<file path="config.mk">
export PLATFORM = sky130hd
export DESIGN_NAME = partitioned_burst_slot_ring_core
export DESIGN_NICKNAME = d
export VERILOG_FILES = /design/src/rtl/pbsr_pkg.sv /design/src/rtl/pbsr_ram.sv /design/src/rtl/partitioned_burst_slot_ring_core.sv
export VERILOG_INCLUDE_DIRS = /design/src /design/src/rtl
export SDC_FILE = /design/constraint.sdc
export NUM_CORES = 1
export LEC_CHECK = 0
export BUFFER_PORTS_ARGS = -buffer_cell sky130_fd_sc_hd__buf_2
export CAP_MARGIN = 0
export CORE_MARGIN = 8
export CORE_UTILIZATION = 62
export CTS_CLUSTER_SIZE = 28
export DETAILED_ROUTE_END_ITERATION = 8
export PLACE_DENSITY = 0.74
export SLEW_MARGIN = 10
export SYNTH_ARGS = -nofsm -noshare
export SYNTH_HDL_FRONTEND = slang
export SYNTH_HIERARCHICAL = 1
export SYNTH_SLANG_ARGS = --single-unit
</file>
<file path="constraint.sdc">
create_clock -name clk -period 5.5 [get_ports clk]
set_input_delay 0.55 -clock clk [delete_from_list [all_inputs] [get_ports clk]]
set_output_delay 0.55 -clock clk [all_outputs]
set_load 0.03 [all_outputs]
</file>
<file path="src/rtl/partitioned_burst_slot_ring_core_assert.svh">
// assertion macros used by the core rtl of the burst slot ring
// each macro checks one implication on the rising clock edge, masked while reset is low
// nothing here depends on the package or on any module
`ifndef PARTITIONED_BURST_SLOT_RING_CORE_ASSERT_SVH
`define PARTITIONED_BURST_SLOT_RING_CORE_ASSERT_SVH

`ifndef SYNTHESIS

// same-cycle implication
`define PBSR_ASSERT_IMP(label, clk, rst_n, ante, cons, msg) \
  label: assert property (@(posedge clk) disable iff (!rst_n) (ante) |-> (cons)) \
    else $error(msg);

// next-cycle implication
`define PBSR_ASSERT_NEXT(label, clk, rst_n, ante, cons, msg) \
  label: assert property (@(posedge clk) disable iff (!rst_n) (ante) |=> (cons)) \
    else $error(msg);

`else

`define PBSR_ASSERT_IMP(label, clk, rst_n, ante, cons, msg)

`define PBSR_ASSERT_NEXT(label, clk, rst_n, ante, cons, msg)

`endif

`endif

</file>
<file path="src/rtl/pbsr_pkg.sv">
// constants, codes and helper functions of the partitioned burst slot ring
// used by the slot ring core; no dependencies
`default_nettype none

package pbsr_pkg;

  localparam int THREADS          = 4;
  localparam int SLOTS_PER_THREAD = 16;
  localparam int MAX_BURST        = 64;

  localparam int RING_SLOTS = THREADS * SLOTS_PER_THREAD;

  // field widths of the item ports
  localparam int ACT_W      = 3;
  localparam int THR_IN_W   = 2;
  localparam int CNT_W      = 7;
  localparam int IDX_OUT_W  = 6;
  localparam int ST_W       = 2;

  // internal widths
  localparam int TW  = (THREADS > 1) ? $clog2(THREADS) : 1;
  localparam int TW1 = TW + 1;
  localparam int OW  = (SLOTS_PER_THREAD > 1) ? $clog2(SLOTS_PER_THREAD) : 1;
  localparam int SW  = (RING_SLOTS > 1) ? $clog2(RING_SLOTS) : 1;

  typedef enum logic [ACT_W-1:0] {
    ACT_CHOOSE_RX    = 3'd0,
    ACT_COMMIT_RX    = 3'd1,
    ACT_PROC_QUERY   = 3'd2,
    ACT_PROC_DONE    = 3'd3,
    ACT_CHOOSE_DRAIN = 3'd4,
    ACT_CLEAN        = 3'd5
  } action_t;

  typedef enum logic [ST_W-1:0] {
    ST_FREE       = 2'd0,
    ST_PROCESSING = 2'd1,
    ST_DONE       = 2'd2
  } slot_state_t;

  // thread number from the port, reduced modulo the thread count
  function automatic logic [TW-1:0] thr_reduce(input logic [THR_IN_W-1:0] v);
    logic [THR_IN_W-1:0] r;
    r = v;
    for (int k = 0; k < 4; k++) begin
      if (32'(r) >= THREADS) begin
        r = r - THR_IN_W'(THREADS);
      end
    end
    return TW'(r);
  endfunction

  // wrap a sum below twice the thread count
  function automatic logic [TW-1:0] thr_wrap(input logic [TW1-1:0] v);
    logic [TW1-1:0] r;
    r = v;
    if (32'(v) >= THREADS) begin
      r = v - TW1'(THREADS);
    end
    return TW'(r);
  endfunction

  // absolute slot of a thread's subring offset
  function automatic logic [SW-1:0] slot_of(input logic [TW-1:0] thr,
                                            input logic [OW-1:0] off);
    return SW'(SW'(thr) * SW'(SLOTS_PER_THREAD) + SW'(off));
  endfunction

  // circular advance within a subring
  function automatic logic [OW-1:0] next_off(input logic [OW-1:0] off);
    logic [OW-1:0] r;
    r = OW'(off + 1'b1);
    if (32'(off) == SLOTS_PER_THREAD - 1) begin
      r = '0;
    end
    return r;
  endfunction

endpackage

`default_nettype wire

</file>
<file path="src/rtl/pbsr_ram.sv">
// generic single write port, single read port ram with registered read data
// standalone; used for the slot state and slot count stores
`default_nettype none

module pbsr_ram #(
  parameter int WIDTH = 8,
  parameter int DEPTH = 64,
  localparam int AW = (DEPTH > 1) ? $clog2(DEPTH) : 1
) (
  input  wire logic             clk,
  input  wire logic             we,
  input  wire logic [AW-1:0]    waddr,
  input  wire logic [WIDTH-1:0] wdata,
  input  wire logic             re,
  input  wire logic [AW-1:0]    raddr,
  output logic      [WIDTH-1:0] rdata
);

  logic [WIDTH-1:0] mem [DEPTH];

  always_ff @(posedge clk) begin
    if (we) begin
      mem[waddr] <= wdata;
    end
    if (re) begin
      rdata <= mem[raddr];
    end
  end

endmodule

`default_nettype wire

</file>
<file path="src/rtl/partitioned_burst_slot_ring_core.sv">
// partitioned burst slot ring: six slot operations over per-thread subrings
// depends on pbsr_pkg, pbsr_ram and the assertion macro header
// an accepted item sweeps the drain pointer of every thread, then for choose receive the
//   receive pointer of every thread or for process query one slot, then evaluates and
//   finishes; one slot state read per cycle through the single read port of the state ram;
//   no new item is taken until finish, waiting for a free output, has loaded the result
// reset: synchronous, active low; offsets and slot valid bits clear, with no clearing
//   pass; the count ram is not cleared
`default_nettype none

`include "partitioned_burst_slot_ring_core_assert.svh"

module partitioned_burst_slot_ring_core (
  input  wire logic                              clk,
  input  wire logic                              rst_n,
  // item input
  input  wire logic                              in_valid,
  output logic                                   in_stall,
  input  wire logic [pbsr_pkg::ACT_W-1:0]        in_action,
  input  wire logic [pbsr_pkg::THR_IN_W-1:0]     in_thread,
  input  wire logic [pbsr_pkg::CNT_W-1:0]        in_packet_count,
  // result output
  output logic                                   out_valid,
  input  wire logic                              out_stall,
  output logic                                   out_found,
  output logic      [pbsr_pkg::THR_IN_W-1:0]     out_chosen_thread,
  output logic      [pbsr_pkg::IDX_OUT_W-1:0]    out_slot_index,
  output logic      [pbsr_pkg::CNT_W-1:0]        out_slot_packets,
  output logic                                   out_is_ready,
  output logic                                   out_is_empty,
  output logic                                   out_all_drained
);

  // idle -> drain sweep -> op sweep (choose receive, process query) -> last eval -> finish
  typedef enum logic [2:0] {
    S_IDLE,
    S_DRN,
    S_OPR,
    S_LAST,
    S_FIN
  } fsm_t;

  // what a pending ram read is for
  typedef enum logic [1:0] {
    RD_DRAIN,
    RD_RECV,
    RD_PROC
  } rd_kind_t;

  fsm_t state_r, state_nxt;

  // item context
  pbsr_pkg::action_t            act_r, act_nxt;
  logic [pbsr_pkg::TW-1:0]      thr_r, thr_nxt;
  logic [pbsr_pkg::OW-1:0]      adv_off_r, adv_off_nxt;
  logic [pbsr_pkg::TW-1:0]      cnt_r, cnt_nxt;

  // pending read tag, registered with the ram address so it lines up with the read data
  logic                         rd_pend_r, rd_pend_nxt;
  rd_kind_t                     rd_kind_r, rd_kind_nxt;
  logic [pbsr_pkg::TW-1:0]      rd_thr_r, rd_thr_nxt;
  logic [pbsr_pkg::SW-1:0]      rd_slot_r, rd_slot_nxt;

  // result accumulators
  logic                         found_r, found_nxt;
  logic [pbsr_pkg::TW-1:0]      chosen_r, chosen_nxt;
  logic [pbsr_pkg::SW-1:0]      idx_r, idx_nxt;
  logic [pbsr_pkg::CNT_W-1:0]   pk_r, pk_nxt;
  logic                         ready_r, ready_nxt;
  logic                         empty_r, empty_nxt;
  logic                         drained_r, drained_nxt;

  // per-thread subring offsets
  logic [pbsr_pkg::OW-1:0]      rcv_off_r [pbsr_pkg::THREADS];
  logic [pbsr_pkg::OW-1:0]      rcv_off_nxt [pbsr_pkg::THREADS];
  logic [pbsr_pkg::OW-1:0]      prc_off_r [pbsr_pkg::THREADS];
  logic [pbsr_pkg::OW-1:0]      prc_off_nxt [pbsr_pkg::THREADS];
  logic [pbsr_pkg::OW-1:0]      drn_off_r [pbsr_pkg::THREADS];
  logic [pbsr_pkg::OW-1:0]      drn_off_nxt [pbsr_pkg::THREADS];

  // slot written since reset; an unwritten slot reads as free
  logic [pbsr_pkg::RING_SLOTS-1:0] vld_r, vld_nxt;

  // output register
  logic                         out_valid_r, out_valid_nxt;
  logic                         out_found_r, out_found_nxt;
  logic [pbsr_pkg::THR_IN_W-1:0]  out_chosen_r, out_chosen_nxt;
  logic [pbsr_pkg::IDX_OUT_W-1:0] out_idx_r, out_idx_nxt;
  logic [pbsr_pkg::CNT_W-1:0]   out_pk_r, out_pk_nxt;
  logic                         out_ready_r, out_ready_nxt;
  logic                         out_empty_r, out_empty_nxt;
  logic                         out_drained_r, out_drained_nxt;

  // ram ports
  logic                         rd_en;
  logic [pbsr_pkg::SW-1:0]      rd_addr;
  logic                         st_we;
  logic [pbsr_pkg::ST_W-1:0]    st_wdata;
  logic                         cnt_we;
  logic [pbsr_pkg::ST_W-1:0]    st_q;
  logic [pbsr_pkg::CNT_W-1:0]   cnt_q;

  // scan and lookup helpers
  logic [pbsr_pkg::TW-1:0]      t_in;
  logic [pbsr_pkg::TW-1:0]      c_iss;
  logic [pbsr_pkg::TW-1:0]      off_addr;
  logic [pbsr_pkg::OW-1:0]      rcv_off_rd;
  logic [pbsr_pkg::OW-1:0]      prc_off_rd;
  logic [pbsr_pkg::OW-1:0]      drn_off_rd;
  logic [pbsr_pkg::ST_W-1:0]    st_rd;
  logic [pbsr_pkg::CNT_W-1:0]   pc_sat;
  logic                         in_acc;
  logic                         out_free;

  assign in_stall  = (state_r != S_IDLE);
  assign in_acc    = in_valid && !in_stall;
  assign out_free  = !out_valid_r || !out_stall;

  assign out_valid         = out_valid_r;
  assign out_found         = out_found_r;
  assign out_chosen_thread = out_chosen_r;
  assign out_slot_index    = out_idx_r;
  assign out_slot_packets  = out_pk_r;
  assign out_is_ready      = out_ready_r;
  assign out_is_empty      = out_empty_r;
  assign out_all_drained   = out_drained_r;

  assign t_in = pbsr_pkg::thr_reduce(in_thread);

  // commit saturates the burst size
  assign pc_sat = (in_packet_count > pbsr_pkg::MAX_BURST) ?
                  pbsr_pkg::CNT_W'(pbsr_pkg::MAX_BURST) : in_packet_count;

  // thread visited by the sweep this cycle: the drain sweep starts one past the
  // addressed thread, the receive sweep at the addressed thread itself
  always_comb begin
    c_iss = thr_r;
    if (state_r == S_DRN) begin
      c_iss = pbsr_pkg::thr_wrap({1'b0, thr_r} + pbsr_pkg::TW1'(1) + {1'b0, cnt_r});
    end else if (state_r == S_OPR && act_r == pbsr_pkg::ACT_CHOOSE_RX) begin
      c_iss = pbsr_pkg::thr_wrap({1'b0, thr_r} + {1'b0, cnt_r});
    end
  end

  // one lookup into the offset tables: the incoming thread on accept, else the sweep
  assign off_addr   = (state_r == S_IDLE) ? t_in : c_iss;
  assign rcv_off_rd = rcv_off_r[off_addr];
  assign prc_off_rd = prc_off_r[off_addr];
  assign drn_off_rd = drn_off_r[off_addr];

  // state of the slot read last cycle
  assign st_rd = vld_r[rd_slot_r] ? st_q : pbsr_pkg::ST_W'(pbsr_pkg::ST_FREE);

  always_comb begin
    state_nxt       = state_r;
    act_nxt         = act_r;
    thr_nxt         = thr_r;
    adv_off_nxt     = adv_off_r;
    cnt_nxt         = cnt_r;
    found_nxt       = found_r;
    chosen_nxt      = chosen_r;
    idx_nxt         = idx_r;
    pk_nxt          = pk_r;
    ready_nxt       = ready_r;
    empty_nxt       = empty_r;
    drained_nxt     = drained_r;
    rcv_off_nxt     = rcv_off_r;
    prc_off_nxt     = prc_off_r;
    drn_off_nxt     = drn_off_r;
    vld_nxt         = vld_r;
    out_valid_nxt   = out_valid_r && out_stall;
    out_found_nxt   = out_found_r;
    out_chosen_nxt  = out_chosen_r;
    out_idx_nxt     = out_idx_r;
    out_pk_nxt      = out_pk_r;
    out_ready_nxt   = out_ready_r;
    out_empty_nxt   = out_empty_r;
    out_drained_nxt = out_drained_r;
    rd_en           = 1'b0;
    rd_addr         = pbsr_pkg::slot_of(c_iss, drn_off_rd);
    rd_kind_nxt     = RD_DRAIN;
    st_we           = 1'b0;
    st_wdata        = pbsr_pkg::ST_W'(pbsr_pkg::ST_FREE);
    cnt_we          = 1'b0;

    // evaluate the slot read issued last cycle
    if (rd_pend_r) begin
      unique case (rd_kind_r)
        RD_DRAIN: begin
          if (st_rd != pbsr_pkg::ST_FREE) begin
            drained_nxt = 1'b0;
          end
          // first done slot in sweep order wins
          if (act_r == pbsr_pkg::ACT_CHOOSE_DRAIN && !found_r &&
              st_rd == pbsr_pkg::ST_DONE) begin
            found_nxt  = 1'b1;
            chosen_nxt = rd_thr_r;
            idx_nxt    = rd_slot_r;
            pk_nxt     = cnt_q;
          end
          // clean reports the count unless the slot was already free
          if (act_r == pbsr_pkg::ACT_CLEAN && rd_thr_r == thr_r &&
              st_rd != pbsr_pkg::ST_FREE) begin
            pk_nxt = cnt_q;
          end
        end
        RD_RECV: begin
          if (!found_r && st_rd == pbsr_pkg::ST_FREE) begin
            found_nxt  = 1'b1;
            chosen_nxt = rd_thr_r;
            idx_nxt    = rd_slot_r;
          end
        end
        RD_PROC: begin
          ready_nxt = (st_rd == pbsr_pkg::ST_PROCESSING);
          empty_nxt = (st_rd == pbsr_pkg::ST_FREE);
          pk_nxt    = (st_rd == pbsr_pkg::ST_PROCESSING) ? cnt_q : '0;
        end
        default: begin
        end
      endcase
    end

    unique case (state_r)
      S_IDLE: begin
        if (in_acc) begin
          act_nxt     = pbsr_pkg::action_t'(in_action);
          thr_nxt     = t_in;
          cnt_nxt     = '0;
          found_nxt   = 1'b0;
          chosen_nxt  = t_in;
          pk_nxt      = '0;
          ready_nxt   = 1'b0;
          empty_nxt   = 1'b0;
          drained_nxt = 1'b1;
          // default slot is the addressed thread's pointer for this action
          unique case (pbsr_pkg::action_t'(in_action))
            pbsr_pkg::ACT_CHOOSE_RX: begin
              adv_off_nxt = rcv_off_rd;
              idx_nxt     = pbsr_pkg::slot_of(t_in, rcv_off_rd);
            end
            pbsr_pkg::ACT_COMMIT_RX: begin
              adv_off_nxt = rcv_off_rd;
              idx_nxt     = pbsr_pkg::slot_of(t_in, rcv_off_rd);
              pk_nxt      = pc_sat;
            end
            pbsr_pkg::ACT_PROC_QUERY,
            pbsr_pkg::ACT_PROC_DONE: begin
              adv_off_nxt = prc_off_rd;
              idx_nxt     = pbsr_pkg::slot_of(t_in, prc_off_rd);
            end
            pbsr_pkg::ACT_CHOOSE_DRAIN,
            pbsr_pkg::ACT_CLEAN: begin
              adv_off_nxt = drn_off_rd;
              idx_nxt     = pbsr_pkg::slot_of(t_in, drn_off_rd);
            end
            default: begin
              adv_off_nxt = '0;
              idx_nxt     = '0;
            end
          endcase
          state_nxt = S_DRN;
        end
      end

      // drain pointer of every thread: all-drained, choose drain and clean
      S_DRN: begin
        rd_en       = 1'b1;
        rd_addr     = pbsr_pkg::slot_of(c_iss, drn_off_rd);
        rd_kind_nxt = RD_DRAIN;
        if (32'(cnt_r) == pbsr_pkg::THREADS - 1) begin
          cnt_nxt = '0;
          if (act_r == pbsr_pkg::ACT_CHOOSE_RX || act_r == pbsr_pkg::ACT_PROC_QUERY) begin
            state_nxt = S_OPR;
          end else begin
            state_nxt = S_LAST;
          end
        end else begin
          cnt_nxt = pbsr_pkg::TW'(cnt_r + 1'b1);
        end
      end

      // receive pointers for choose receive, or one process slot for a query
      S_OPR: begin
        rd_en = 1'b1;
        if (act_r == pbsr_pkg::ACT_PROC_QUERY) begin
          rd_addr     = pbsr_pkg::slot_of(thr_r, prc_off_rd);
          rd_kind_nxt = RD_PROC;
        end else begin
          rd_addr     = pbsr_pkg::slot_of(c_iss, rcv_off_rd);
          rd_kind_nxt = RD_RECV;
        end
        if (act_r == pbsr_pkg::ACT_PROC_QUERY ||
            32'(cnt_r) == pbsr_pkg::THREADS - 1) begin
          cnt_nxt   = '0;
          state_nxt = S_LAST;
        end else begin
          cnt_nxt = pbsr_pkg::TW'(cnt_r + 1'b1);
        end
      end

      // last read evaluates here
      S_LAST: begin
        state_nxt = S_FIN;
      end

      // write back slot and pointer for commit, process done and clean, load the result; waits for a free output
      S_FIN: begin
        if (out_free) begin
          unique case (act_r)
            pbsr_pkg::ACT_COMMIT_RX: begin
              st_we              = 1'b1;
              st_wdata           = pbsr_pkg::ST_W'(pbsr_pkg::ST_PROCESSING);
              cnt_we             = 1'b1;
              rcv_off_nxt[thr_r] = pbsr_pkg::next_off(adv_off_r);
            end
            pbsr_pkg::ACT_PROC_DONE: begin
              st_we              = 1'b1;
              st_wdata           = pbsr_pkg::ST_W'(pbsr_pkg::ST_DONE);
              prc_off_nxt[thr_r] = pbsr_pkg::next_off(adv_off_r);
            end
            pbsr_pkg::ACT_CLEAN: begin
              st_we              = 1'b1;
              st_wdata           = pbsr_pkg::ST_W'(pbsr_pkg::ST_FREE);
              drn_off_nxt[thr_r] = pbsr_pkg::next_off(adv_off_r);
            end
            default: begin
            end
          endcase
          if (st_we) begin
            vld_nxt[idx_r] = 1'b1;
          end
          out_valid_nxt   = 1'b1;
          out_found_nxt   = found_r;
          out_chosen_nxt  = pbsr_pkg::THR_IN_W'(chosen_r);
          out_idx_nxt     = pbsr_pkg::IDX_OUT_W'(idx_r);
          out_pk_nxt      = pk_r;
          out_ready_nxt   = ready_r;
          out_empty_nxt   = empty_r;
          out_drained_nxt = drained_r;
          state_nxt       = S_IDLE;
        end
      end

      default: begin
        state_nxt = S_IDLE;
      end
    endcase

    rd_pend_nxt = rd_en;
    rd_thr_nxt  = c_iss;
    rd_slot_nxt = rd_addr;
  end

  always_ff @(posedge clk) begin
    // payload, no reset
    act_r          <= act_nxt;
    thr_r          <= thr_nxt;
    adv_off_r      <= adv_off_nxt;
    rd_kind_r      <= rd_kind_nxt;
    rd_thr_r       <= rd_thr_nxt;
    rd_slot_r      <= rd_slot_nxt;
    found_r        <= found_nxt;
    chosen_r       <= chosen_nxt;
    idx_r          <= idx_nxt;
    pk_r           <= pk_nxt;
    ready_r        <= ready_nxt;
    empty_r        <= empty_nxt;
    drained_r      <= drained_nxt;
    out_found_r    <= out_found_nxt;
    out_chosen_r   <= out_chosen_nxt;
    out_idx_r      <= out_idx_nxt;
    out_pk_r       <= out_pk_nxt;
    out_ready_r    <= out_ready_nxt;
    out_empty_r    <= out_empty_nxt;
    out_drained_r  <= out_drained_nxt;
    // control
    if (!rst_n) begin
      state_r     <= S_IDLE;
      cnt_r       <= '0;
      rd_pend_r   <= 1'b0;
      out_valid_r <= 1'b0;
      vld_r       <= '0;
      for (int i = 0; i < pbsr_pkg::THREADS; i++) begin
        rcv_off_r[i] <= '0;
        prc_off_r[i] <= '0;
        drn_off_r[i] <= '0;
      end
    end else begin
      state_r     <= state_nxt;
      cnt_r       <= cnt_nxt;
      rd_pend_r   <= rd_pend_nxt;
      out_valid_r <= out_valid_nxt;
      vld_r       <= vld_nxt;
      rcv_off_r   <= rcv_off_nxt;
      prc_off_r   <= prc_off_nxt;
      drn_off_r   <= drn_off_nxt;
    end
  end

  // slot state store, written only at finish so reads never overlap a write
  pbsr_ram #(
    .WIDTH (pbsr_pkg::ST_W),
    .DEPTH (pbsr_pkg::RING_SLOTS)
  ) u_state_ram (
    .clk   (clk),
    .we    (st_we),
    .waddr (idx_r),
    .wdata (st_wdata),
    .re    (rd_en),
    .raddr (rd_addr),
    .rdata (st_q)
  );

  // packet count store, written by commit, read alongside the state
  pbsr_ram #(
    .WIDTH (pbsr_pkg::CNT_W),
    .DEPTH (pbsr_pkg::RING_SLOTS)
  ) u_count_ram (
    .clk   (clk),
    .we    (cnt_we),
    .waddr (idx_r),
    .wdata (pk_r),
    .re    (rd_en),
    .raddr (rd_addr),
    .rdata (cnt_q)
  );

  `PBSR_ASSERT_NEXT(a_accept_starts_sweep, clk, rst_n, in_acc, state_r == S_DRN, "accepted item did not start the drain sweep")
  `PBSR_ASSERT_IMP(a_write_only_at_finish, clk, rst_n, st_we, (state_r == S_FIN) && !rd_en, "slot write outside finish or during a read")
  `PBSR_ASSERT_IMP(a_chosen_in_range, clk, rst_n, out_valid_r, 32'(out_chosen_thread) < pbsr_pkg::THREADS, "chosen thread out of range")
  `PBSR_ASSERT_IMP(a_ready_empty_excl, clk, rst_n, out_valid_r, !(out_is_ready && out_is_empty), "slot both ready and empty")

endmodule

`default_nettype wire
</file>
### After elaboration in Yosys (flattened, before gate mapping)

Memory sizes are Yosys's and may differ from the RTL's. A register that Yosys moved wholly into a read port is not among the register bits.
Index checks and enable logic that the tools add are counted.

* logic and storage cells: 234
* bits of input ports: 16
* register bits: 176
* memory bits (writable): 576
* output and inout port bits: 21
* memories kept: 2

Memories
* u_count_ram.mem: words 64, width 7, read ports 1, clocked after memory_dff 1, write ports 1, line pbsr_ram.sv:19 `logic [WIDTH-1:0] mem [DEPTH];`
* u_state_ram.mem: words 64, width 2, read ports 1, clocked after memory_dff 1, write ports 1, line pbsr_ram.sv:19

* $lt $le $gt $ge: 9
* $add $sub $neg: 13
* equal/unequal tests: 25
* muxes and demuxes: 107
* bitwise operators: 3
* reductions and logical operators: 38

Operator list (number)
* $mux W4: 17
* $or A64 B64 Y64: 1
* $mux W7: 8
* $bwmux W16: 3
* $mux W6: 7
* $add A6 B4 Y6: 6
* $mux W1: 36
* $mux W2: 17
* $bmux W4 S2: 3
* $eq A3 B2 Y1 const B: 6
* $pmux W6 S3: 1
* $eq A3 B3 Y1 const B: 5
* $pmux W3 S5: 1
* $lt A6 B7 Y1 const B: 2
* $pmux W7 S2: 1
* $ge A3 B3 Y1 const B: 4
* $mux W3: 4
* $pmux W4 S3: 1
* $pmux W6 S2: 1
* $reduce_and A3 Y1: 4
* $logic_and A1 B1 Y1: 10
* $eq A3 B1 Y1 const B: 3
* $logic_not A3 Y1: 3
* $demux W4 S2: 1
* 30 further kinds: 50

### Logic depth before layout (Yosys ltp)

Gate-level depths: netlist of the first run.

* depth after elaboration: 14
* depth in mapped cells: 19
* gate-level depth less buffers: 15

### Modules after synthesis

Netlist of the first run, hierarchy kept.

Modules (own cells, without submodules)
* pbsr_ram at u_count_ram: seq. area each 13663.1 um^2, area each 17743.3 um^2, cells an instance 837, times used 1
* partitioned_burst_slot_ring_core: seq. area each 3803.6 um^2, area each 7905.1 um^2, cells an instance 806, times used 1
* pbsr_ram at u_state_ram: seq. area each 3903.7 um^2, area each 5417.7 um^2, cells an instance 324, times used 1

### Least setup slack after synthesis of the first run

OpenSTA, ideal clock, no wires.

* path kind: flip-flop to flip-flop
* start: reg thr_r[0] (netlist bit)
* end: reg u_count_ram.rdata[0] (read register of u_count_ram.mem), data pin
* arrival time: 4433 ps
* library setup time: 260 ps
* stages on the path, launching flop included: 19
* period minus slack after synthesis: 4693 ps
* buffers on the path: 4
* slack: 807 ps
* data required time: 5240 ps
* cell sequence: edfxtp_1 > buf_1 > inv_1 > ha_1 > nor4bb_1 > a311oi_1 > nor3_1 > a211oi_4 > buf_4 > mux2_2 > nor2_1 > a211oi_1 > a21oi_1 > clkbuf_1 > clkbuf_1 > mux4_2 > a22oi_1 > nand4_1 > mux2_2

* word-level cells in the longest chain between the ends: 13
* elaborated cells between the ends (all ways): 27
* classes of those cells: 8 x add/sub; 2 x order compare; 16 x mux; 1 x bitwise

RTL lines
* start, declared: line partitioned_burst_slot_ring_core.sv:54 `logic [pbsr_pkg::TW-1:0] thr_r, thr_nxt;`
* start signal, assigned: line partitioned_burst_slot_ring_core.sv:358 `thr_r <= thr_nxt;`
* $add A2 B1 Y3 / $add A2 B2 Y3 (equally long branches): line partitioned_burst_slot_ring_core.sv:139, partitioned_burst_slot_ring_core.sv:141
* $add A3 B2 Y3, or another cell as far along: line partitioned_burst_slot_ring_core.sv:139 `c_iss = pbsr_pkg::thr_wrap({1'b0, thr_r} + pbsr_pkg::TW1'(1) + {1'b0, cnt_r});`
* $ge A3 B3 Y1, or another cell as far along: line pbsr_pkg.sv:57 `if (32'(v) >= THREADS) begin`
* $mux W2 (on tied branches): line pbsr_pkg.sv:57, partitioned_burst_slot_ring_core.sv:140
* $mux W2 (*): line partitioned_burst_slot_ring_core.sv:138 `if (state_r == S_DRN) begin`
* $mux W2 (*): line partitioned_burst_slot_ring_core.sv:146 `assign off_addr = (state_r == S_IDLE) ? t_in : c_iss;`
* $not A2 Y3 (not written as such) (*): line partitioned_burst_slot_ring_core.sv:147, partitioned_burst_slot_ring_core.sv:148, partitioned_burst_slot_ring_core.sv:149
* $bmux W4 S2 (on tied branches): line partitioned_burst_slot_ring_core.sv:147, partitioned_burst_slot_ring_core.sv:148
* $mux W4 (on tied branches) (2 in a row): line partitioned_burst_slot_ring_core.sv:147, partitioned_burst_slot_ring_core.sv:148
* $add A6 B4 Y6: line pbsr_pkg.sv:66 `return SW'(SW'(thr) * SW'(SLOTS_PER_THREAD) + SW'(off));`
* $mux W6: line partitioned_burst_slot_ring_core.sv:286 `if (act_r == pbsr_pkg::ACT_PROC_QUERY) begin`
* $mux W6 (*)
* net rd_addr (one bit): line partitioned_burst_slot_ring_core.sv:96 `logic [pbsr_pkg::SW-1:0] rd_addr;`
* end, declared: line pbsr_ram.sv:16 `output logic [WIDTH-1:0] rdata`

Mark *: on every way through the listed nets, which the timed path passes. The rest lies on a longest branch. The select of a mux whose other input is x is not followed.
A chain may end at the register's enable or synchronous reset.

### Worst setup path after layout of the first run

* start: reg state_r[1]
* end: reg u_count_ram.rdata[4] (read register of u_count_ram.mem), data pin

* word-level cells in the longest chain between the ends: 12
* elaborated cells between the ends (all ways): 24
* classes of those cells: 3 x add/sub; 2 x eq/ne; 15 x mux; 1 x bitwise; 3 x reduce/logical

RTL lines
* start, declared: line partitioned_burst_slot_ring_core.sv:50 `fsm_t state_r, state_nxt;`
* start signal, assigned: line partitioned_burst_slot_ring_core.sv:390 `state_r <= state_nxt;`
* $eq A3 B2 Y1: line partitioned_burst_slot_ring_core.sv:140, partitioned_burst_slot_ring_core.sv:224
* $logic_and A1 B1 Y1: line partitioned_burst_slot_ring_core.sv:140 `end else if (state_r == S_OPR && act_r == pbsr_pkg::ACT_CHOOSE_RX) begin`
* $mux W2: line partitioned_burst_slot_ring_core.sv:140
* $mux W2: line partitioned_burst_slot_ring_core.sv:138
* $mux W2: line partitioned_burst_slot_ring_core.sv:146
* $not A2 Y3 (not written as such): line partitioned_burst_slot_ring_core.sv:147, partitioned_burst_slot_ring_core.sv:148, partitioned_burst_slot_ring_core.sv:149
* $bmux W4 S2 (on tied branches): line partitioned_burst_slot_ring_core.sv:147, partitioned_burst_slot_ring_core.sv:148
* $mux W4 (on tied branches) (2 in a row): line partitioned_burst_slot_ring_core.sv:147, partitioned_burst_slot_ring_core.sv:148
* $add A6 B4 Y6: line pbsr_pkg.sv:66
* $mux W6: line partitioned_burst_slot_ring_core.sv:286
* $mux W6 (*)
* net rd_addr (one bit): line partitioned_burst_slot_ring_core.sv:96

Marked as above.

==> summary.txt, run 1 <==
========================================================================================
CTS clk-pin slew, worst paths                                                    0.06 ns
Post-place setup slack                                                          0.427 ns
Grt total ovfl                                                                         0
Data arrival time at the worst-slack endpoint                                    5.47 ns
Library cell appearing most often on the critical path                          a211oi_1
Slew @ Worst Pin                                                                 1.24 ns
Nature of the critical path startpoint                                              flop
Leakage component of the power                                                   11.7 nW
DP Wirelength                                                                   45000 um
Setup fix buffers added after clock tree synthesis                                     0
First-pass GRT wire length                                                     109000 um
Avg Inst Size Synth                                                             15.8 um2
DR vias/cell                                                                        6.55
Fraction of layout cells with a size suffix above 1                                0.187
Yosys top cell by area                                                          edfxtp_1
Cell types with the highest counts after synthesis                          edfxtp_1 (613), nor2_1 (273), dfxtp_1 (148)
Drt first pass iters                                                                   8
Initial core utilization                                                           0.623
Total clock buffers created by CTS                                                    78
Maximum fanout along the worst path                                                   37
Routed vias                                                                        17992
Number of flops mapped to enable cells by yosys                                      613
Clock insertion delay at the later pin of the skew report                        0.61 ns
Placeable Area                                                                 49900 um2
Kind of end point of the critical path                                              flop
Via count of the first global-routing pass                                         17794
Total global routing track utilization                                             0.251
# nets final                                                                        2028
Path type of the worst setup path                                           flop to flop
Portion of synthesized cell area occupied by the leading cell type                 0.593
Summed negative setup slack over all endpoints                                      0 ns
Share of synthesized registers carrying an async set or reset                          0
Largest net degree at the start of global routing                                     67
Number of gates resized after CTS                                                      0
CTS Root Cell                                                                  clkbuf_16
Clock net sink count                                                                 761
Hold/Removal Path Class                                                     input pin to flop
Biggest cell delay along the critical path                                       0.60 ns
Top FF cell, synth                                                              edfxtp_1
Cell area after technology mapping                                             31100 um2
Die X                                                                             240 um
Area contributors post-synth                                                edfxtp_1 (59%), mux4_2 (10%), dfxtp_1 (9.5%)
Status                                                                      finished, final reports clean
Worst-case headroom to the max-slew limit                                          0.175
Worst clock skew on the final layout                                           0.0189 ns
Worst setup margin                                                              0.389 ns
Critical path data required time                                                 5.85 ns
Remaining antenna violation count                                                      0
Fmax                                                                             196 MHz
Syn Inst Count                                                                      1967
Residual DRC                                                                           0
Flops & latches, synth                                                               761
CTS tree                                                                            done
Total power density per cell area                                             345 nW/um2
Die footprint                                                                  57500 um2
Final wirelength                                                                71500 um
Cell with the most instances after synthesis                                    edfxtp_1
Number of H-tree levels                                                                3
Number of DRC markers in iteration 0                                                1990
Nets in the synthesized netlist                                                     1987
Signed area change from the synthesized netlist to the final layout                10.6%
Yosys warns                                                                            6
Final Critical Period                                                            5.11 ns
CTS Hold Bufs                                                                          0
Synth cell types                                                                      85
Unrepaired setup endpoints after global routing                                    false
# rows                                                                                82
Weighted congestion reported at the end of routability-driven placement            0.886
Wire per inst                                                                    26.0 um
Count of final setup violators                                                         0
Hold Violations, Final                                                                 0
Slowest cell on the critical path                                                dfxtp_1
Height of the chip                                                                240 um
I/O pin count                                                                         37
N_diodes                                                                               0
Final max-slew violation count                                                         0
Port bufs                                                                             36
Number of maximum-capacitance violations                                               0
Worst supply voltage drop on vdd                                                  414 uV
Portion of the clock cycle consumed by the worst path in the final layout          0.929
Max Root-Sink Buffers                                                                  3
Antenna violations before repair                                                       3
Crit path cell chain                                                        nor3b_2 -> a311oi_1 -> o211a_1 -> a211oi_4 -> buf_4 -> a211oi_1 -> a21oi_1 -> a211oi_1 -> a21oi_4 -> buf_12 -> mux4_2 -> a22oi_1 -> nand4_1 -> mux2_2
Sequential area share after synthesis                                              0.688
========================================================================================
## state kept, by name, indices dropped and copies added (netlist names), 6 cells and up
| register | count |
|---|---|
| u_count_ram/mem | 448 |
| drn_off_r | 16 |
| pk_r | 7 |
| idx_r | 6 |
| vld_r | 64 |
| u_state_ram/mem | 128 |
| rd_slot_r | 6 |
| out_slot_index | 6 |
| prc_off_r | 16 |
| out_slot_packets | 7 |
| rcv_off_r | 16 |
| u_count_ram/rdata | 7 |
## path summary, 6_finish.rpt
check,start,end,slack [ns],depth (start not counted)
worst max-delay path,state_r[1],u_count_ram/rdata[4],0.39,14
worst min-delay path,in_action[0],act_r[0],0.19,1
worst max register to register,state_r[1],u_count_ram/rdata[4],0.39,14
worst min register to register,chosen_r[0],out_chosen_thread[0],0.45,0
## worst max-delay path, delay by kind of cell, from the launching register on
| kind | cells | cell delay, ns |
|---|---|---|
| DFF | 1 | 0.60 |
| AOI/OAI and AO/OA | 8 | 2.02 |
| muxes | 2 | 0.90 |
| buffers and inverters | 2 | 0.59 |
| and+or+nand+nor | 2 | 0.72 |
## cells in the final DEF, fill, tap and decap left out, types with 9 or more instances in the layout
cell       count
clkbuf_1      22
nand2b_1      18
mux2i_1       80
buf_12         9
a211oi_1      29
nor2b_1       26
a21oi_1       61
o22ai_1       24
and2_1        13
nand2_1       63
mux4_2       142
a22oi_1       25
nand3_1       21
mux2_2        11
o21ai_1        9
nor2_1       273
edfxtp_1     613
clkinv_1      14
clkinv_2      15
o21a_1        41
inv_1         16
dfxtp_1      141
buf_4         26
nand3b_1      20
buf_2         36
o21ai_0       26
nor3_1        20
clkbuf_16     79
## kinds of logic after synthesis
| family | share of synthesized area |
|---|---|
| DFF | 0.688 |
| and+or+nand+nor | 0.0830 |
| AOI/OAI and AO/OA | 0.0677 |
| muxes | 0.137 |
| buffers and inverters | 0.0220 |
| adders and majority gates | 0.00161 |
| xor gates and xnor gates | 0.000846 |
## power breakdown
group	leakage, nW	total (W)	switching (W)	internal, W
Clock	1.18	0.00499	0.00211	0.00288
Combinational	2.88	0.000523	0.000382	0.000141
Sequential	7.61	0.00634	0.0000746	0.00627
Total	11.7	0.0119	0.00257	0.00929
## metal layers
layer / share of wire / up-vias / routed length, um / global-route usage
met2: 0.48 / 949 / 34200 / 0.403
met1: 0.40 / 9116 / 28500 / 0.343
met5: 0.00018 / - / 13 / 0
met3: 0.091 / 154 / 6470 / 0.0507
met4: 0.032 / 2 / 2310 / 0.0897
li1: - / 7771 / - / -
## per-stage QoR
stage	instances	hold slack [ns]	area, um2	total power, W	utilization
5_1_grt	2745	0.149	34300	0.0122	0.689
6_report	2745	0.195	34300	0.0119	0.689
3_5_place_dp	2600	0.416	31900	0.00698	0.640
2_1_floorplan	1967	0.402	31100	0.00677	-
4_1_cts	2745	0.151	34300	0.0119	0.689
3_3_place_gp	2600	0.413	31900	0.00696	0.640
## area by class of cell
| class | instances | area, um2 |
|---|---|---|
| Inverter | 17 | 63.8 |
| Timing Repair Buffer | 71 | 556 |
| Tap cell | 672 | 841 |
| Clock buffer | 104 | 2100 |
| Clock inverter | 41 | 312 |
| Multi-Input combinational cell | 1079 | 9090 |
| Fill cell | 3296 | 15500 |
| Sequential cell | 761 | 21400 |
Note: power is estimated with default switching activity, not from simulation.
==> inputs of run 2 (changes only) <==
--- a/config.mk
+++ b/config.mk
@@ -6,12 +6,12 @@
 export SDC_FILE = /design/constraint.sdc
 export NUM_CORES = 1
 export LEC_CHECK = 0
-export BUFFER_PORTS_ARGS = -buffer_cell sky130_fd_sc_hd__buf_2
 export CAP_MARGIN = 0
 export CORE_MARGIN = 8
 export CORE_UTILIZATION = 62
 export CTS_CLUSTER_SIZE = 28
 export DETAILED_ROUTE_END_ITERATION = 8
+export DONT_BUFFER_PORTS = 1
 export PLACE_DENSITY = 0.74
 export SLEW_MARGIN = 10
 export SYNTH_ARGS = -nofsm -noshare
==> run 2 against run 1 <==
  * Die area stayed put
  * Routed wire length shrank 1.6%
  * Non-clock buffer count down 32
  * Critical endpoint is now u_count_ram/rdata[1]
  * Total power fell by 0.56%
  * Via count down 2.0%
  * Sequential share of layout area up 0.36 points
  * Combinational power fell by 3%
  * Sequential power is essentially flat
  * Largest cell class unchanged
==> summary.txt, run 2 (synthesis gave the netlist of run 1 again) <==
========================================================================================
Portion of the clock cycle consumed by the worst path in the final layout          0.914
CTS clk-pin slew, worst paths                                                    0.06 ns
Slew @ Worst Pin                                                                 1.21 ns
Most common cell after layout, fill and taps aside                              edfxtp_1
Fraction of layout cells with a size suffix above 1                                0.169
Critical R2R Launch                                                           state_r[1]
Placeable Area                                                                 49900 um2
First element of the critical path                                            state_r[1]
Cell Area, Placed                                                              31800 um2
Net switching power                                                            0.00252 W
Part of the power in the clock network                                             0.420
Sequential share of power                                                          0.537
Met3 layer wire length in the routed design                                      6480 um
Worst supply voltage drop on vdd                                                  312 uV
# rows                                                                                82
Kind of end point of the critical path                                              flop
Path type of the worst setup path                                           flop to flop
Min-delay src                                                               in_thread[0]
Hold/Removal Path Class                                                     input pin to flop
Die footprint                                                                  57500 um2
Grt total ovfl                                                                         0
CTS Hold Bufs                                                                          0
Largest registers ranked by flip-flop count                                 u_count_ram/mem x448, u_state_ram/mem x128, vld_r x64
Routed met1 length                                                              28200 um
Hold Violations, Final                                                                 0
Status                                                                      finished, final reports clean
Total clock buffers created by CTS                                                    77
Highest layer used for signal routing                                               met5
Via count of the first global-routing pass                                         17382
Number of gates resized after CTS                                                      0
Max Root-Sink Buffers                                                                  3
Commonest cells after routing, fill and taps aside                          edfxtp_1 (613), nor2_1 (273), mux4_2 (142)
Total global routing track utilization                                             0.248
Count of placed standard cells including taps                                       2568
Register bank with the most flops                                           u_count_ram/mem
Depth of the worst register-to-register path                                          14
Residual DRC                                                                           0
Summed negative setup slack over all endpoints                                      0 ns
Number of H-tree levels                                                                3
Number of flip-flops in the largest register                                         448
Die X                                                                             240 um
Final max-slew violation count                                                         0
Setup fix buffers added after clock tree synthesis                                     0
Weighted congestion reported at the end of routability-driven placement            0.895
Internal Pwr Total                                                             0.00928 W
Net switching share of the total power                                             0.213
Nature of the critical path startpoint                                              flop
Combinational Power Share                                                          0.043
# nets final                                                                        1995
Port bufs                                                                              0
Wire per inst                                                                    26.0 um
Largest net degree at the start of global routing                                     73
First-pass GRT wire length                                                     108000 um
Number of DRC markers in iteration 0                                                1896
Worst setup margin                                                              0.474 ns
CTS tree                                                                            done
Data arrival time at the worst-slack endpoint                                    5.49 ns
Finished Cell Area                                                             34100 um2
CTS Root Cell                                                                  clkbuf_16
Final Critical Period                                                            5.03 ns
Fmax                                                                             199 MHz
Worst clock skew on the final layout                                           0.0198 ns
Unrepaired setup endpoints after global routing                                    false
Total power density per cell area                                             345 nW/um2
DR vias/cell                                                                        6.51
Number of maximum-capacitance violations                                               0
Met2 wire length                                                                33400 um
Height of the chip                                                                240 um
Worst-case headroom to the max-slew limit                                          0.189
Initial core utilization                                                           0.623
Drt first pass iters                                                                   5
Antenna violations before repair                                                       4
Clock net sink count                                                                 761
Clock insertion delay at the later pin of the skew report                        0.61 ns
Final wirelength                                                                70300 um
Utilization of the core after routing                                              0.685
Leakage component of the power                                                   11.5 nW
DP Wirelength                                                                   43600 um
Signed area change from the synthesized netlist to the final layout                9.91%
Remaining antenna violation count                                                      0
Number of cells on the worst hold path                                                 0
Post-place setup slack                                                          0.548 ns
Count of final setup violators                                                         0
Critical path data required time                                                 5.97 ns
I/O pin count                                                                         37
Routed vias                                                                        17629
Maximum fanout along the worst path                                                   33
Finished Layout Cells                                                               2709
========================================================================================
==> run 2: cell count changes in the layout (fill, tap and decap cells not counted), sizes merged <==
cell    previous run  this run
buf               71        39
bufinv             4         3
clkbuf           104       111
clkinv            29        20
diode              0         4
inv               22        17
==> run 2: area by class of cell <==
cell class	instances	area (um2)
Inverter	17	63.8
Sequential cell	761	21400
Clock buffer	111	2170
Fill cell	3303	15700
Tap cell	672	841
Antenna cell	4	10.0
Clock inverter	26	195
Timing Repair Buffer	39	405
Multi-Input combinational cell	1079	9080
==> run 2: per-stage QoR <==
step,hold WS [ns],power (W)
6_report,0.0351,0.0118
2_1_floorplan,0.402,0.00677
3_3_place_gp,0.416,0.00694
4_1_cts,0.00550,0.0118
3_5_place_dp,0.420,0.00695
5_1_grt,0.00495,0.0121
==> run 2: critical path, cell delays in order, from the launching register on <==
cell and delay (ns):
dfxtp_1 0.44, nor3_1 0.58, inv_1 0.34, o211a_1 0.23, a211oi_4 0.24, buf_4 0.26, mux2_2 0.37, nor2_1 0.10
a211oi_1 0.09, a21oi_4 0.59, buf_12 0.29, nand3b_1 0.40, o22ai_1 0.16, a211oi_1 0.51, a22o_1 0.23
==> run 2: path summary, 6_finish.rpt <==
kind | slack, ns | end
setup reg to reg | 0.47 | u_count_ram/rdata[1]
setup / recovery | 0.47 | u_count_ram/rdata[1]
hold / removal | 0.04 | thr_r[0]
hold reg to reg | 0.43 | out_slot_packets[2]
==> run 2: power groups by stage <==
stage,sequential (W),combinational [W],clock [W]
6_report,0.00634,0.000506,0.00495
5_1_grt,0.00634,0.000542,0.00525
4_1_cts,0.00633,0.000499,0.00502
3_5_place_dp,0.00645,0.000496,0
3_3_place_gp,0.00645,0.000484,0
2_1_floorplan,0.00646,0.000308,0
==> run 2: per-layer routing <==
metal / vias up / global-route usage
li1: 7710 / -
met1: 8943 / 0.344
met2: 817 / 0.393
met3: 157 / 0.0543
met4: 2 / 0.0825
met5: - / 0
